<file path="src/rtl/assert_macros.svh">
// ----------------------------------------------------------------------------
// assertion macros
// shared clocked assertion forms, disabled while reset is asserted
// ----------------------------------------------------------------------------
`ifndef ASSERT_MACROS_SVH
`define ASSERT_MACROS_SVH

// same-cycle implication
`define VCOM_ASSERT_NOW(lbl, ante, cons, msg) \
	lbl: assert property (@(posedge clk) disable iff (!arst_n) (ante) |-> (cons)) \
		else $error(msg);

// next-cycle implication
`define VCOM_ASSERT_NEXT(lbl, ante, cons, msg) \
	lbl: assert property (@(posedge clk) disable iff (!arst_n) (ante) |=> (cons)) \
		else $error(msg);

`endif

</file>
<file path="src/rtl/vcom_ram.sv">
// ----------------------------------------------------------------------------
// vcom_ram
// simple dual port ram, one write and one registered read per cycle
// ----------------------------------------------------------------------------
`timescale 1ns / 1ps
`default_nettype none

module vcom_ram #(
	parameter int WIDTH = 8,
	parameter int DEPTH = 16
) (
	input  wire logic                     clk,
	input  wire logic                     we,
	input  wire logic [$clog2(DEPTH)-1:0] waddr,
	input  wire logic [WIDTH-1:0]         wdata,
	input  wire logic                     re,
	input  wire logic [$clog2(DEPTH)-1:0] raddr,
	output logic      [WIDTH-1:0]         rdata
);

	logic [WIDTH-1:0] mem_q [DEPTH];

	always_ff @(posedge clk) begin
		if (we) begin
			mem_q[waddr] <= wdata;
		end
		if (re) begin
			rdata <= mem_q[raddr];
		end
	end

endmodule

`default_nettype wire

</file>
<file path="config.mk">
export PLATFORM = sky130hd
export DESIGN_NAME = vcom_ram
export DESIGN_NICKNAME = d
export VERILOG_FILES = /design/src/rtl/assert_macros.svh /design/src/rtl/vcom_ram.sv
export SDC_FILE = /design/constraint.sdc
export NUM_CORES = 1
export LEC_CHECK = 0
export BUFFER_PORTS_ARGS = -buffer_cell sky130_fd_sc_hd__buf_2
export CAP_MARGIN = 30
export CORE_ASPECT_RATIO = 1.5
export CORE_MARGIN = 2
export CORE_UTILIZATION = 37
export DETAILED_ROUTE_END_ITERATION = 8
export SLEW_MARGIN = 40
export SYNTH_ARGS = -nofsm -noshare
export SYNTH_HDL_FRONTEND = slang
export SYNTH_SLANG_ARGS = --single-unit
</file>
<file path="constraint.sdc">
create_clock -name clk -period 3.85 [get_ports clk]
set_input_delay 0.77 -clock clk [delete_from_list [all_inputs] [get_ports clk]]
set_output_delay 0.77 -clock clk [all_outputs]
set_load 0.005 [all_outputs]
</file>
==> metrics.md <==
| Metric | Value |
|---|---|
| Status | `finished clean` |
| Worst r2r src | `mem_q[1][1]` |
| Hold buffers post-CTS | `0` |
| CTS tree | `yes` |
| Startpoint Class | `input port` |
| Maximum vdd drop | `0.342 mV` |
| F_max | `451 MHz` |
| Number of instances in the placed design | `415` |
| DRT Wirelength | `10100 µm` |
| R2R setup slack | `2310 ps` |
| Reg2reg end | `rdata[1]` |
| Clock slew at reported path FFs | `60 ps` |
| Total gr overflow | `0` |
| Tcrit/Tclk final | `57.6%` |
| Share of cells above drive strength 1 | `32.6%` |
| Yosys cell types | `18` |
| Worst slew margin | `46.2%` |
| Final Non-Filler Cells | `447` |
| PostCTS Resize Cnt | `0` |
| Setup violators final | `0` |
| First-pass GRT wire length | `15500 µm` |
| Top cells by area, synth | `edfxtp_1, mux4_2, mux4_1` |
| Worst hold endpoint | `rdata[6]` |
| Maximum fanout along the worst path | `17` |
| Top-level I/O count | `27` |
| Most frequent cells in the layout | `edfxtp_1, buf_2, mux4_2, clkbuf_16, a22oi_1` |
| Row count | `53` |
| Area delta synth->final | `17.4%` |
| Crit Path Category | `in -> reg` |
| Worst Max-Slew Pin Slew | `805 ps` |
| Final setup TNS | `0 ps` |
| Core region area | `13900 µm²` |
| Final hold violations | `0` |
| Via count | `2376` |
| CTS Root Cell | `clkbuf_16` |
| Crit path time final | `2220 ps` |
| Wire per inst | `22.6 µm` |
| Overall Power | `3390 µW` |
| Synthesized area | `5230 µm²` |
| Vias in the first global route | `2514` |
| HPWL after detailed placement | `6450 µm` |
| Synth top area share | `78.1%` |
| Total GRT Usage | `14.7%` |
| Clock Skew | `7.26 ps` |
| Seq/Total Area, Yosys | `78.1%` |
| Max clock buf depth | `2` |
| RSZ-0062 raised after global routing | `false` |
| Max cap viols | `0` |
| #FFs+latches synth | `136` |
| Most common cell after layout, fill and taps aside | `edfxtp_1` |
| Via/cell ratio | `5.32` |
| Area after DPL | `5550 µm²` |
| WHS | `727 ps` |
| Die area | `15100 µm²` |
| Power per cell area | `553 nW/µm²` |
| Final-report max-slew violation count | `0` |
| Routability cong. | `0.722` |
| Final instance area | `6140 µm²` |
| Clock sink count | `136` |
| Initial Utilization | `37.5%` |
| Initial DRC Count | `135` |
| Nets | `288` |
| Worst hold path type | `in -> reg` |
| Synth Area per Inst | `22.8 µm²` |
| Pleak | `0.00201 µW` |
| # DRC | `0` |
| First-pass iteration count of the detailed router | `4` |
| Die width | `101 µm` |
| H-tree Lvls | `4` |
| Number of warnings issued by yosys | `0` |
| Final-layout fill cell count | `1200` |
| Post-CTS Setup Bufs | `0` |
| Number of port buffers | `26` |
| Post-Syn Instances | `229` |
| Worst endpoint required time | `4020 ps` |
| Crit path DAT | `2380 ps` |
| Hold Path Origin | `re` |
| Worst Reg-to-Reg Cells | `3` |
| Clock latency on the worst-skew pair | `420 ps` |
| Mapped Nets | `248` |
| Initial antenna violation count | `0` |
| Largest net degree at the start of global routing | `33` |
| Synth area leader | `edfxtp_1` |
| Hold path depth | `1` |
| Remaining antenna violation count | `0` |
| Number of CTS-inserted buffers | `17` |
| Crit. End Element | `flop` |
| Die Ht | `150 µm` |
| Antenna diode count | `0` |
final cells by class:
class / count / area [µm²] / area share, %
clock buffers: 17 / 425 / 6.93
clock inverters: 15 / 153 / 2.49
multi-input cells: 83 / 1090 / 17.7
flip-flops and latches: 136 / 4080 / 66.5
well taps: 165 / 206 / 3.36
repair buffers: 31 / 183 / 2.98
metrics by stage:
step / setup WS [ps] / utilization [%]
floorplan: 1590 / -
global placement: 1200 / 39.7
detailed placement: 1160 / 39.9
CTS: 1600 / 44.0
global route: 1490 / 44.1
finish: 1630 / 44.1
state kept, by name (all words and copies together) (netlist names):
| signal | flops |
|---|---|
| mem_q | 128 |
| rdata | 8 |
kinds of logic (layout without fill, tap and decap cells):
group	Yosys count	after routing	share of synthesized area (%)
buffers and inverters	10	63	1.65
multiplexers	32	32	14.8
AO/OA/AOI/OAI	16	16	2.30
AND/OR/NAND/NOR	35	35	3.14
flip-flops	136	136	78.1
cells in the mapped netlist, drive strengths merged:
master           n
nand3b           2
nand2            9
nand2b           2
nor3             4
nor2b            1
a22oi           16
buf              7
mux4            32
nor2            13
nand3            1
or3b             1
and2             1
edfxtp         136
clkdlybuf4s25    3
and2b            1
report_power, final:
group	internal, µW	switching [µW]
Combinational	60.6	86.9
Sequential	1670	7.98
Clock	953	615
per-layer routing:
layer	routed length, µm	global-route usage [%]	up-vias	share of wire, %
met2	5390	24.6	59	53
met4	161	6.69	0	1.6
met3	376	3.60	12	3.7
met5	0	0	-	0
met1	4200	18.0	1241	41
li1	-	-	1064	-
worst max path at each step:
stage | start | endpoint | slack (ps) | cells past startpoint
final | raddr[0] | rdata[5] | 1630 | 5
after global routing | raddr[0] | rdata[5] | 1490 | 5
after CTS | raddr[0] | rdata[5] | 1600 | 5
after detailed placement | raddr[0] | rdata[5] | 1160 | 5
after global placement | raddr[0] | rdata[7] | 1200 | 5
after floorplan | waddr[2] | mem_q[0][0] | 1590 | 2
worst max-delay path, cell delays in order:
cell	delay, ps
buf_2	460
buf_12	260
mux4_1	560
a22oi_1	230
nand2_1	80
No activity file was read; power rests on OpenSTA's default activity.
